[config.mk]
export PLATFORM = sky130hd
export DESIGN_NAME = pes_header_parser_unit
export DESIGN_NICKNAME = d
export VERILOG_FILES = /design/src/design/php_pkg.sv /design/src/design/php_front.sv /design/src/design/php_back.sv /design/src/design/pes_header_parser_unit.sv
export SDC_FILE = /design/constraint.sdc
export NUM_CORES = 1
export LEC_CHECK = 0
export ABC_CLOCK_PERIOD_IN_PS = 16480
export BUFFER_PORTS_ARGS = -buffer_cell sky130_fd_sc_hd__clkbuf_2
export CAP_MARGIN = 20
export CORE_ASPECT_RATIO = 1.2
export CORE_MARGIN = 2
export CORE_UTILIZATION = 66
export DETAILED_ROUTE_END_ITERATION = 12
export PLACE_DENSITY_LB_ADDON = 0.25
export REMOVE_ABC_BUFFERS = 1
export SYNTH_ARGS = -nofsm -noshare
export SYNTH_HDL_FRONTEND = slang
export SYNTH_SLANG_ARGS = --single-unit
[constraint.sdc]
create_clock -name clk -period 16.48 [get_ports clk]
set_clock_uncertainty 0.05 [all_clocks]
set_input_delay 0.824 -clock clk [delete_from_list [all_inputs] [get_ports clk]]
set_output_delay 0.824 -clock clk [all_outputs]
set_load 0.03 [all_outputs]
[src/design/php_pkg.sv]
package php_pkg;

	localparam int MaxStuffingDefault = 16;

	typedef struct packed {
		logic [7:0] data_byte;
		logic       packet_start;
	} in_word_t;

	typedef struct packed {
		logic [2:0]  status;
		logic [7:0]  stream_code;
		logic        mpeg2_syntax;
		logic        pts_valid;
		logic [32:0] pts_value;
		logic        dts_valid;
		logic [32:0] dts_value;
		logic [8:0]  header_length;
		logic [15:0] payload_length;
	} out_word_t;

	// classified byte handed from front to back
	typedef struct packed {
		logic [7:0] data_byte;
		logic       packet_start;
	} tok_t;

	localparam logic [2:0] ST_OK        = 3'd0;
	localparam logic [2:0] ST_BAD_START = 3'd1;
	localparam logic [2:0] ST_SCRAMBLED = 3'd2;
	localparam logic [2:0] ST_STUFFING  = 3'd3;
	localparam logic [2:0] ST_UNDERFLOW = 3'd4;
	localparam logic [2:0] ST_TRUNCATED = 3'd5;

	localparam logic [3:0] PH_IDLE    = 4'd0;
	localparam logic [3:0] PH_SC      = 4'd1;
	localparam logic [3:0] PH_SID     = 4'd2;
	localparam logic [3:0] PH_LENHI   = 4'd3;
	localparam logic [3:0] PH_LENLO   = 4'd4;
	localparam logic [3:0] PH_FIRST   = 4'd5;
	localparam logic [3:0] PH_M1LEAD  = 4'd6;
	localparam logic [3:0] PH_M1STD2  = 4'd7;
	localparam logic [3:0] PH_M1HEAD  = 4'd8;
	localparam logic [3:0] PH_M1TS    = 4'd9;
	localparam logic [3:0] PH_M2FLAGS = 4'd10;
	localparam logic [3:0] PH_M2HDL   = 4'd11;
	localparam logic [3:0] PH_M2OPT   = 4'd12;
	localparam logic [3:0] PH_DONE    = 4'd13;

	function automatic logic [32:0] ts_byte(input logic [32:0] acc, input logic [3:0] k,
			input logic [7:0] b);
		logic [32:0] r;
		r = acc;
		case (k)
			4'd0: r = {b[3:1], 30'd0};
			4'd1: r = acc | {3'd0, b, 22'd0};
			4'd2: r = acc | {11'd0, b[7:1], 15'd0};
			4'd3: r = acc | {18'd0, b, 7'd0};
			4'd4: r = acc | {26'd0, b[7:1]};
			default: r = acc;
		endcase
		return r;
	endfunction

endpackage

[src/design/php_front.sv]
module php_front (
	input  logic              clk,
	input  logic              arst_n,
	input  logic              valid,
	output logic              stall,
	input  php_pkg::in_word_t data,
	output logic              q_valid,
	input  logic              q_pop,
	output php_pkg::tok_t     q_data
);
	import php_pkg::*;

	// two-entry queue between front and back
	tok_t       mem_q [2];
	logic       wp_q, rp_q;
	logic [1:0] cnt_q;
	logic       push;

	assign stall   = (cnt_q == 2'd2);
	assign push    = valid && !stall;
	assign q_valid = (cnt_q != 2'd0);
	assign q_data  = mem_q[rp_q];

	always_ff @(posedge clk or negedge arst_n) begin
		if (!arst_n) begin
			wp_q  <= 1'b0;
			rp_q  <= 1'b0;
			cnt_q <= 2'd0;
		end else begin
			if (push) wp_q <= ~wp_q;
			if (q_pop) rp_q <= ~rp_q;
			cnt_q <= cnt_q + {1'b0, push} - {1'b0, q_pop};
		end
	end

	always_ff @(posedge clk) begin
		if (push) mem_q[wp_q] <= '{data_byte: data.data_byte, packet_start: data.packet_start};
	end

	property p_no_overflow;
		@(posedge clk) disable iff (!arst_n) cnt_q == 2'd2 |-> !push;
	endproperty
	a_no_overflow: assert property (p_no_overflow) else $error("queue overflow");

	a_no_underflow: assert property (@(posedge clk) disable iff (!arst_n)
		q_pop |-> cnt_q != 2'd0) else $error("queue underflow");

	a_count_range: assert property (@(posedge clk) disable iff (!arst_n)
		cnt_q != 2'd3) else $error("queue count out of range");

endmodule

[src/design/php_back.sv]
module php_back #(
	parameter int MAX_STUFFING = php_pkg::MaxStuffingDefault
) (
	input  logic               clk,
	input  logic               arst_n,
	input  logic               q_valid,
	output logic               q_pop,
	input  php_pkg::tok_t      q_data,
	output logic               out_valid,
	input  logic               out_stall,
	output php_pkg::out_word_t out_data
);
	import php_pkg::*;

	logic [8:0]  pos_q;
	logic [3:0]  ph_q;
	logic [7:0]  sid_q;
	logic [15:0] len_q;
	logic [7:0]  flag_q;
	logic [7:0]  hdl_q;
	logic [4:0]  stuff_q;
	logic [32:0] pts_q, dts_q;
	logic        ov_q;
	out_word_t   od_q;

	logic [8:0]  pos_n;
	logic [3:0]  ph_n;
	logic [7:0]  sid_n, flag_n, hdl_n;
	logic [15:0] len_n;
	logic [4:0]  stuff_n;
	logic [32:0] pts_n, dts_n;
	logic        emit;
	out_word_t   res;
	logic        fin, fin_mp2, fin_pv, fin_dv;
	logic        err;
	logic [2:0]  err_st;
	logic        err_mp2;
	logic [7:0]  b;
	logic [8:0]  hlen, off;
	logic [15:0] over;
	logic        both;
	logic [8:0]  k;

	assign q_pop     = q_valid && (!ov_q || !out_stall);
	assign out_valid = ov_q;
	assign out_data  = od_q;
	assign b         = q_data.data_byte;
	assign hlen      = pos_n + 9'd1;
	assign over      = {7'd0, hlen} - 16'd6;

	always_comb begin
		pos_n = pos_q; ph_n = ph_q; sid_n = sid_q; len_n = len_q; flag_n = flag_q;
		hdl_n = hdl_q; stuff_n = stuff_q; pts_n = pts_q; dts_n = dts_q;
		emit = 1'b0; fin = 1'b0; fin_mp2 = 1'b0; fin_pv = 1'b0; fin_dv = 1'b0;
		err = 1'b0; err_st = ST_OK; err_mp2 = 1'b0;
		res = '0;
		off = '0; both = 1'b0; k = '0;
		if (q_data.packet_start) begin
			if (ph_q != PH_IDLE && ph_q != PH_DONE) begin
				emit = 1'b1;
				res.status = ST_TRUNCATED;
				res.stream_code = sid_q;
				res.mpeg2_syntax = (ph_q >= PH_M2FLAGS && ph_q <= PH_M2OPT);
				res.header_length = pos_q + 9'd1;
			end
			pos_n = '0; ph_n = PH_SC; sid_n = '0; len_n = '0; hdl_n = '0;
			stuff_n = '0; pts_n = '0; dts_n = '0;
			flag_n = {7'd0, b != 8'd0};
		end else if (ph_q != PH_IDLE && ph_q != PH_DONE) begin
			pos_n = pos_q + 9'd1;
			case (ph_q)
				PH_SC: begin
					if (pos_n == 9'd1) begin
						if (b != 8'd0) flag_n[0] = 1'b1;
					end else begin
						if (flag_q[0] || b != 8'd1) begin
							err = 1'b1; err_st = ST_BAD_START;
						end else ph_n = PH_SID;
					end
				end
				PH_SID: begin sid_n = b; ph_n = PH_LENHI; end
				PH_LENHI: begin len_n = {b, 8'd0}; ph_n = PH_LENLO; end
				PH_LENLO: begin len_n = {len_q[15:8], b}; ph_n = PH_FIRST; end
				PH_FIRST, PH_M1LEAD, PH_M1HEAD: begin
					if (ph_q == PH_FIRST && b[7:6] == 2'b10) begin
						if (b[5:4] != 2'b00) begin
							err = 1'b1; err_st = ST_SCRAMBLED; err_mp2 = 1'b1;
						end else ph_n = PH_M2FLAGS;
					end else if (ph_q != PH_M1HEAD && b[7]) begin
						if ({27'd0, stuff_q} >= MAX_STUFFING) begin
							err = 1'b1; err_st = ST_STUFFING;
						end else begin
							stuff_n = stuff_q + 5'd1; ph_n = PH_M1LEAD;
						end
					end else if (ph_q != PH_M1HEAD && b[7:6] == 2'b01) begin
						ph_n = PH_M1STD2;
					end else if (b[7:4] == 4'h2 || b[7:4] == 4'h3) begin
						flag_n = b; hdl_n = 8'd1; pts_n = ts_byte('0, 4'd0, b);
						dts_n = '0; ph_n = PH_M1TS;
					end else fin = 1'b1;
				end
				PH_M1STD2: ph_n = PH_M1HEAD;
				PH_M1TS: begin
					both = (flag_q[7:4] == 4'h3);
					if (hdl_q < 8'd5) pts_n = ts_byte(pts_q, hdl_q[3:0], b);
					else dts_n = ts_byte(dts_q, hdl_q[3:0] - 4'd5, b);
					k = {1'b0, hdl_q} + 9'd1;
					hdl_n = k[7:0];
					if (k >= (both ? 9'd10 : 9'd5)) begin
						fin = 1'b1; fin_pv = 1'b1; fin_dv = both;
					end
				end
				PH_M2FLAGS: begin flag_n = b; ph_n = PH_M2HDL; end
				PH_M2HDL: begin
					hdl_n = b; pts_n = '0; dts_n = '0;
					if (b == 8'd0) begin fin = 1'b1; fin_mp2 = 1'b1; end
					else ph_n = PH_M2OPT;
				end
				PH_M2OPT: begin
					off = pos_n - 9'd9;
					if (off < 9'd5) pts_n = ts_byte(pts_q, off[3:0], b);
					else if (off < 9'd10) dts_n = ts_byte(dts_q, off[3:0] - 4'd5, b);
					if (off + 9'd1 >= {1'b0, hdl_q}) begin
						fin = 1'b1; fin_mp2 = 1'b1;
						fin_pv = flag_q[7] && hdl_q >= 8'd5;
						fin_dv = flag_q[7:6] == 2'b11 && hdl_q >= 8'd10;
					end
				end
				default: ph_n = PH_DONE;
			endcase
			if (fin) begin
				err_mp2 = fin_mp2;
				if (len_q != 16'd0 && over > len_q) begin
					err = 1'b1; err_st = ST_UNDERFLOW;
				end else begin
					emit = 1'b1; ph_n = PH_DONE;
					res.status = ST_OK;
					res.stream_code = sid_n;
					res.mpeg2_syntax = fin_mp2;
					res.pts_valid = fin_pv;
					res.pts_value = fin_pv ? pts_n : '0;
					res.dts_valid = fin_dv;
					res.dts_value = fin_dv ? dts_n : '0;
					res.header_length = hlen;
					res.payload_length = (len_q == 16'd0) ? 16'd0 : len_q - over;
				end
			end
			if (err) begin
				emit = 1'b1; ph_n = PH_DONE;
				res = '0;
				res.status = err_st;
				res.stream_code = sid_n;
				res.mpeg2_syntax = err_mp2;
				res.header_length = hlen;
			end
		end
	end

	always_ff @(posedge clk or negedge arst_n) begin
		if (!arst_n) begin
			pos_q <= '0; ph_q <= PH_IDLE; sid_q <= '0; len_q <= '0; flag_q <= '0;
			hdl_q <= '0; stuff_q <= '0; pts_q <= '0; dts_q <= '0; ov_q <= 1'b0;
		end else begin
			ov_q <= (q_pop && emit) || (ov_q && out_stall);
			if (q_pop) begin
				pos_q <= pos_n; ph_q <= ph_n; sid_q <= sid_n; len_q <= len_n;
				flag_q <= flag_n; hdl_q <= hdl_n; stuff_q <= stuff_n;
				pts_q <= pts_n; dts_q <= dts_n;
			end
		end
	end

	always_ff @(posedge clk) begin
		if (q_pop && emit) od_q <= res;
	end

	a_hold: assert property (@(posedge clk) disable iff (!arst_n)
		ov_q && out_stall |=> ov_q && $stable(od_q)) else $error("result lost");
	a_pop_free: assert property (@(posedge clk) disable iff (!arst_n)
		q_pop && emit |-> !ov_q || !out_stall) else $error("result overwritten");
	a_stuff: assert property (@(posedge clk) disable iff (!arst_n)
		{27'd0, stuff_q} <= MAX_STUFFING) else $error("stuffing count overrun");

endmodule

[src/design/pes_header_parser_unit.sv]
// PES header parser: takes one packet byte per cycle while not stalled (packet_start on the
// first byte) and emits one descriptor per packet when the header ends, an error is found or
// the next packet cuts the header short. A byte passes a two-word queue and then the parse
// state machine, which handles one byte per cycle while the result is not stalled, so the
// sustained rate is one byte per clock; descriptors are registered in the result register.
// Input stall rises only when the queue is full behind a stalled result.
module pes_header_parser_unit #(
	parameter int MAX_STUFFING = php_pkg::MaxStuffingDefault
) (
	input  logic               clk,
	input  logic               arst_n,
	input  logic               in_valid,
	output logic               in_stall,
	input  php_pkg::in_word_t  in_data,
	output logic               out_valid,
	input  logic               out_stall,
	output php_pkg::out_word_t out_data
);
	import php_pkg::*;

	logic q_valid, q_pop;
	tok_t q_data;

	php_front u_front (
		.clk(clk), .arst_n(arst_n), .valid(in_valid), .stall(in_stall), .data(in_data),
		.q_valid(q_valid), .q_pop(q_pop), .q_data(q_data)
	);

	php_back #(.MAX_STUFFING(MAX_STUFFING)) u_back (
		.clk(clk), .arst_n(arst_n), .q_valid(q_valid), .q_pop(q_pop), .q_data(q_data),
		.out_valid(out_valid), .out_stall(out_stall), .out_data(out_data)
	);

endmodule
==> Word-level counts from Yosys, hierarchy flattened <==
Memories as Yosys holds them, arrays and structs flattened.
Cells that the tools add are included.
{ "word_totals": {"ff_bits": 234, "latch_bits": 0, "ram_bits": 18, "rom_bits": 0, "in_bits": 13, "n_memories": 1} }
{ "mem_list": {"columns": ["name", "words", "width", "read_ports", "rd_clocked_by_memory_dff", "wr", "line", "rtl"], "rows": [
  ["u_front.mem_q", 2, 9, 1, 0, 1, "php_front.sv:14", "tok_t mem_q [2];"]
]} }
{ "classes": {"add_sub_neg": 12, "multipliers": 0, "div_mod_pow": 0, "order_cmp": 11, "n_eq_ne": 48, "n_shift": 0, "muxes": 132, "bitwise_logic": 14, "n_reduce_logical": 51} }
{ "ops": {"columns": ["cell", "n"], "rows": [
  ["one-hot mux 33 bit (5 select lines)", 4],
  ["two-way mux 33 bit", 19],
  ["two-way mux 105 bit", 3],
  ["one-hot mux 33 bit (4 select lines)", 2],
  ["two-way mux 8 bit", 15],
  ["two-way mux 102 bit", 1],
  ["OR 33 x 15 -> 33 bit", 2],
  ["OR 33 x 22 -> 33 bit", 2],
  ["OR 33 x 30 -> 33 bit", 2],
  ["OR 33 x 7 -> 33 bit", 2],
  ["two-way mux 4 bit", 15],
  ["== test 4 x 2 -> 1 bit, second input constant", 13],
  ["two-way mux 16 bit", 3],
  ["two-way mux 1 bit", 41],
  ["two-way mux 9 bit", 4],
  ["one-hot mux 4 bit (9 select lines)", 1],
  ["== test 4 x 3 -> 1 bit, second input constant", 8],
  ["one-hot mux 16 bit (2 select lines)", 1],
  ["two-way mux 5 bit", 6],
  ["adder 9 x 1 -> 9 bit, second input constant", 3],
  ["two-way mux 12 bit", 2],
  ["one-hot mux 8 bit (3 select lines)", 1],
  ["== test 4 x 1 -> 1 bit, second input constant", 5],
  ["== test 4 bit, second input constant", 5],
  ["56 further kinds", 108]
]} }

==> Depth between registers and ports, before layout <==
An unclocked memory read counts as a cell.
{ "depth": {"word_depth": 18, "depth_mapped": 27} }

==> Cells and area by module <==
From an unflattened synthesis, not the netlist that was laid out.
{ "unflattened": {"cells_unflattened": 1632, "hier_area_um2": 15315.9} }
{ "by_module_without_submodules": {"columns": ["module", "n_inst", "cells_per_inst", "area_each_um2"], "rows": [
  ["php_back", 1, 1587, 14435.1],
  ["php_front", 1, 45, 880.8]
]} }

==> Worst setup path after synthesis <==
Ideal clock, no wire load.
{ "synth_timing": {"path_type": "register to register", "from": "register u_back.pos_q[0]", "to": "register u_back.od_q, in the netlist u_back.out_data[0] (enable)", "setup_ns": 0.570, "arrival_time_ns": 7.762, "t_required_ns": 15.860, "setup_slack_ns": 8.097, "path_stages_with_launch": 17, "path_buffers": 2, "synth_period_minus_slack_ns": 8.383, "cell_sequence": "dfrtp_1 > buf_2 > inv_1 > ha_1 > clkbuf_1 > nand2b_1 > nor3_1 > o31a_2 > xnor2_1 > and3_1 > xor2_1 > ha_1 > o21a_1 > nor2_1 > o22ai_4 > a2111oi_4 > nor2_1"} }
{ "synth_between": {"elab_chain_cells": 15} }
{ "synth_lines": {"columns": ["item", "line", "rtl"], "rows": [
  ["from (decl)", "php_back.sv:15", "logic [8:0] pos_q;"],
  ["from (signal assigned)", "php_back.sv:166", "pos_q <= pos_n; ph_q <= ph_n; sid_q <= sid_n; len_q <= len_n;"],
  ["adder 9 x 1 -> 9 bit", "php_back.sv:70", "pos_n = pos_q + 9'd1;"],
  ["subtractor 9 x 4 -> 9 bit or two-way mux 9 bit (tied branches)", "php_back.sv:120, php_back.sv:69", null],
  ["adder 9 x 1 -> 9 bit or two-way mux 9 bit (tied branches)", "php_back.sv:123, php_back.sv:58", null],
  ["greater-or-equal comparator 9 x 8 -> 1 bit or adder 9 x 1 -> 9 bit (tied branches)", "php_back.sv:123, php_back.sv:48", null],
  ["two-way mux 1 bit or subtractor 9 x 3 -> 10 bit (tied branches)", "php_back.sv:123, php_back.sv:49", null],
  ["one-hot mux 1 bit (4 select lines) or greater-than comparator 16 bit (tied branches)", "php_back.sv:71, php_back.sv:133", null],
  ["two-way mux 1 bit or logical AND 1 bit (tied branches)", "php_back.sv:69, php_back.sv:133", null],
  ["two-way mux 1 bit (on tied branches)", "php_back.sv:58, php_back.sv:133", null],
  ["two-way mux 1 bit", "php_back.sv:131", "if (fin) begin"],
  ["two-way mux 1 bit", "php_back.sv:69", "end else if (ph_q != PH_IDLE && ph_q != PH_DONE) begin"],
  ["two-way mux 1 bit", "php_back.sv:58", "if (q_data.packet_start) begin"],
  ["two-way mux 1 bit (*)", "php_back.sv:148", "if (err) begin"],
  ["two-way mux 1 bit (*)", "php_back.sv:69", null],
  ["two-way mux 1 bit (*)", "php_back.sv:58", null],
  ["logical AND 1 bit (*)", "php_back.sv:174", "if (q_pop && emit) od_q <= res;"],
  ["to (signal assigned)", "php_back.sv:174", null],
  ["to (decl)", "php_back.sv:24", "out_word_t od_q;"]
]} }
Mark *: on every way between the ends. The rest lies on a longest branch, timed or not. The select of a mux whose other input is x is not followed.
A chain may end at the register's enable or synchronous reset.

==> Final worst setup path <==
{ "layout_timing": {"from": "register u_back.ph_q[0]", "to": "register u_back.od_q, in the netlist u_back.out_data[4], data pin"} }
{ "layout_between": {"elab_chain_cells": 13} }
{ "layout_lines": {"columns": ["item", "line", "rtl"], "rows": [
  ["from (decl)", "php_back.sv:16", "logic [3:0] ph_q;"],
  ["from (signal assigned)", "php_back.sv:166", null],
  ["inequality test 4 bit or nonzero test 4 bit (tied branches)", "php_back.sv:69", null],
  ["logical AND 1 bit (*)", "php_back.sv:69", null],
  ["two-way mux 9 bit (*)", "php_back.sv:69", null],
  ["two-way mux 9 bit (*)", "php_back.sv:58", null],
  ["named net u_back.pos_n[0]", "php_back.sv:26", "logic [8:0] pos_n;"],
  ["adder 9 x 1 -> 9 bit (*)", "php_back.sv:48", "assign hlen = pos_n + 9'd1;"],
  ["subtractor 9 x 3 -> 10 bit (*)", "php_back.sv:49", "assign over = {7'd0, hlen} - 16'd6;"],
  ["greater-than comparator 16 bit", "php_back.sv:133", "if (len_q != 16'd0 && over > len_q) begin"],
  ["logical AND 1 bit", "php_back.sv:133", null],
  ["two-way mux 1 bit", "php_back.sv:133", null],
  ["two-way mux 1 bit", "php_back.sv:131", null],
  ["two-way mux 1 bit", "php_back.sv:69", null],
  ["two-way mux 1 bit", "php_back.sv:58", null],
  ["OR reduction 6 bit (no source line)", null, null]
]} }
The timed path passes the listed nets; every way through them passes the cells marked *. The select of a mux whose other input is x is not followed.

==> impl_results.md <==
* Status: finished clean
* Layout cell share with drive strength beyond 1 at 0.154
* Gr busiest metal: met2
* M2 GR Usage at 0.559
* Synthesis-to-finish area growth at 9.99%
* Remaining global-route overflow at 0
* Final worst setup slack at between 9 and 10 ns
* Levels on crit path at 23
* Worst-Margin Slew at 1.06 ns
* Async set-or-reset flop fraction in the synthesized netlist at 0.506
* R2R depth at 23
* CP dominant cell by count: ha_1
* Initial core utilization at 0.671
* Syn Area/Cell at roughly 9.9 sq um
* Met3 Resource Use GR at 0.0488
* CP Capture Type: flip-flop
* Setup Viol. Count Final at 0
* RePlAce Congestion at just over 1
* Sequential area share after synthesis at 0.456
* Fin. Hold Viols at 0
* Top_reg_cell synth: dfrtp_1
* Largest net degree at the start of global routing at 70
* Slowest cell on crit path: or4b_2
* Post-Syn Area at about 0.015 sq mm
* Vias in the first global route at between 10000 and 15000
* Synth cell types at 98
* Residual DRC at 0
* # diodes at 0
* Setup repair bufs after CTS at 0
* Global-route wire length before repair at between 60000 and 70000 microns
* Clock transition at the registers of the reported paths at ~0.06 ns
* DR vias at 13200
* Critical Path Fanout Max at just under 70
* Antenna violations before repair at 0
* Hold Buf Count CTS at 0
* Commonest non-fill, non-tap cell in the layout: nand2_1
* Die Ht at 169 microns
* TNS Setup at 0 ns
* R2r endpoint: u_back.out_data[4]
* Cell Rows at 60
* WL/cell at between 20 and 25 microns
* Setup WS pre-CTS at 9.11 ns
* CP delay by family, top: simple AND/OR/NAND/NOR gates
* Avg Vias per Cell at ~7.0
* EDFF count, synth at approximately 120
* Reg-to-reg slack, setup at 9.04 ns
* Yosys warnings at 0
* Crit Path Class: reg2reg
* Worst R2R Start: u_back.ph_q[0]
* Dpl hpwl at about 29000 microns
* Layout filler cell count at 1642
* Commonest cells after routing, fill and taps aside: nand2_1, dfrtp_1, edfxtp_1
* Port Buffers at about 120
* WP buf/inv at 3
* RSZ-0062 raised after global routing: false
* Peak supply drop at approximately 0.16 mV
* Critical Path RT at ~17 ns
* Total GRT Usage at 0.344
* Wirelength, routed at around 42000 microns
* Clock sinks at ~250
* Die span in x at ~140 microns
* Pwr per Cell Area at 205 mW/mm^2
* CTS resizes at 0
* Syn Inst Count at roughly 1500
* First-pass detailed-route iteration total at 7
* Max cap viols at 0
* Tcrit/Tclk final at 0.451
* Top-Level Pins at between 100 and 150
* Static leakage at about 6.3 nW
* Core area at between 0.02 and 0.025 sq mm
* Worst Hold Class: in2async
* Clock Tree Root: clkbuf_16
* H-Tree Level Count at 1
* Final net count at roughly 1700
* Max_slew headroom at 0.294
* Overall power at ~3.4 mW
* CTS max path bufs at 3
* Max incr delay on CP at 0.63 ns
* Final Max Slew Viols at 0
* Num CTS Buffers at 25
* #FFs+latches synth at between 200 and 250
* DIE AREA at ~0.024 sq mm
* Cells along the critical path: or3_1 -> a21oi_1 -> buf_4 -> inv_1 -> ha_1 -> nor2_1 -> ha_1 -> o211ai_1 -> a211oi_1 -> xor2_1 -> nor4_1 -> nand4_1 -> ha_1 -> o21ai_0 -> nor2b_1 -> or2_2 -> o21ai_0 -> a31oi_1 -> o211ai_1 -> or4b_2 -> buf_4 -> nand2b_4 -> nor4_1
* Clk Latency, worst-skew pair at roughly 0.53 ns
* Worst Path Arrival at around 7.7 ns
* CTS tree: built
* FMAX at around 130 MHz
* Met1 Usage GRT at 0.446
* CP startpoint: u_back.ph_q[0]
* Crit start category: flip-flop
* Remaining antenna violation count after routing at 0
* Min Tclk post-route at around 7.4 ns
* DR iter-0 viols at 1663
## area by class of cell
class | count | area [sq um] | share of cell area
clock inverters | 5 | 40.0 | 0.00242
clock buffers | 40 | 733 | 0.0444
flip-flops and latches | 249 | 6850 | 0.415
inverters | 46 | 173 | 0.0105
repair buffers | 148 | 828 | 0.0502
multi-input cells | 1122 | 7540 | 0.457
well taps | 279 | 349 | 0.0211
## through the flow
| step | std cells | util | cell area (sq um) | hold WS (ns) |
|---|---|---|---|---|
| 5_1_grt | 1889 | 0.738 | 16500 | 0.400 |
| 2_1_floorplan | 1417 | - | 14500 | 0.392 |
| 4_1_cts | 1888 | 0.738 | 16500 | 0.364 |
| 3_3_place_gp | 1842 | 0.702 | 15700 | 0.409 |
| 6_report | 1889 | 0.738 | 16500 | 0.333 |
| 3_5_place_dp | 1843 | 0.703 | 15700 | 0.417 |
## where the power goes
part	switching, mW	internal [mW]	leakage (nW)	total, mW
clock network	0.238	0.306	0.364	0.543
logic	1.32	0.495	3.05	1.81
registers	0.119	0.907	2.92	1.03
## kinds of logic after synthesis
logic type / Yosys count / share of synthesized area
AOI/OAI and AO/OA: 485 / 0.235
xor gates and xnor gates: 54 / 0.0350
adders and majority gates: 47 / 0.0397
buffers and inverters: 149 / 0.0428
DFF: 249 / 0.456
muxes: 24 / 0.0177
and+or+nand+nor: 512 / 0.174
## flip-flops by register name (all words and copies together) (netlist names), 2 cells and up
name and flops:
u_back.out_data 105, u_back.stuff_q 5, u_back.flag_q 5, u_back.ph_q 4, u_back.pos_q 9, u_back.len_q 16
u_back.dts_q 33, u_front.mem_q 18, u_front.cnt_q 2, u_back.pts_q 33, u_back.hdl_q 8, u_back.sid_q 8
## routing by layer
metal | wire length [microns] | vias to the layer above
met1 | 15900 | 6287
met5 | 0 | -
met3 | 3650 | 168
li1 | - | 5995
met2 | 19800 | 786
met4 | 2500 | 0
## worst max-delay path by stage
stage	slack, ns	end
final	9.04	u_back.out_data[4]
after global routing	8.58	u_back.out_data[5]
after CTS	9.07	u_back.out_data[5]
after detailed placement	9.11	u_back.out_data[5]
after global placement	9.44	u_back.out_data[3]
after floorplan	7.94	u_back.out_data[0]
## worst register-to-register path, stage by stage (launching register included)
cell and delay [ns]:
dfrtp_1 0.57, or3_1 0.45, a21oi_1 0.15, buf_4 0.27, inv_1 0.24, ha_1 0.35
nor2_1 0.25, ha_1 0.24, o211ai_1 0.15, a211oi_1 0.29, xor2_1 0.16, nor4_1 0.52
nand4_1 0.43, ha_1 0.47, o21ai_0 0.10, nor2b_1 0.15, or2_2 0.31, o21ai_0 0.15
a31oi_1 0.08, o211ai_1 0.28, or4b_2 0.63, buf_4 0.32, nand2b_4 0.36, nor4_1 0.29
## synthesized netlist by cell type (7+ instances only)
cell type	n	share of area
xor2_1	21	0.012
a221oi_1	11	0.0064
a211o_1	11	0.0064
o211ai_1	9	0.0045
a21oi_1	74	0.025
o2bb2ai_1	13	0.0076
inv_1	44	0.011
a221o_1	8	0.0053
nor2_1	96	0.024
o31a_1	10	0.0058
a211oi_1	13	0.0065
o21ai_0	87	0.029
a22o_1	11	0.0064
clkbuf_1	57	0.014
nand3_1	38	0.013
and2_1	7	0.0029
o21a_1	12	0.0060
a22oi_1	57	0.028
and3_1	15	0.0063
buf_2	28	0.0093
o31ai_1	24	0.012
ha_1	46	0.038
o21ai_1	10	0.0033
mux2i_1	13	0.0087
nor2b_1	19	0.0079
edfxtp_1	123	0.25
nand2b_1	16	0.0067
nor3_1	108	0.036
a21o_1	7	0.0035
nor3_2	12	0.0080
o22ai_1	13	0.0054
buf_1	10	0.0025
o221ai_1	15	0.0088
nand4_1	18	0.0075
a31oi_1	26	0.011
dfrtp_1	126	0.21
a32o_1	31	0.021
nor4_1	18	0.0075
nand2_1	128	0.032
mux2_2	10	0.0075
xnor2_1	29	0.017
(Power assumes the default switching activity.)
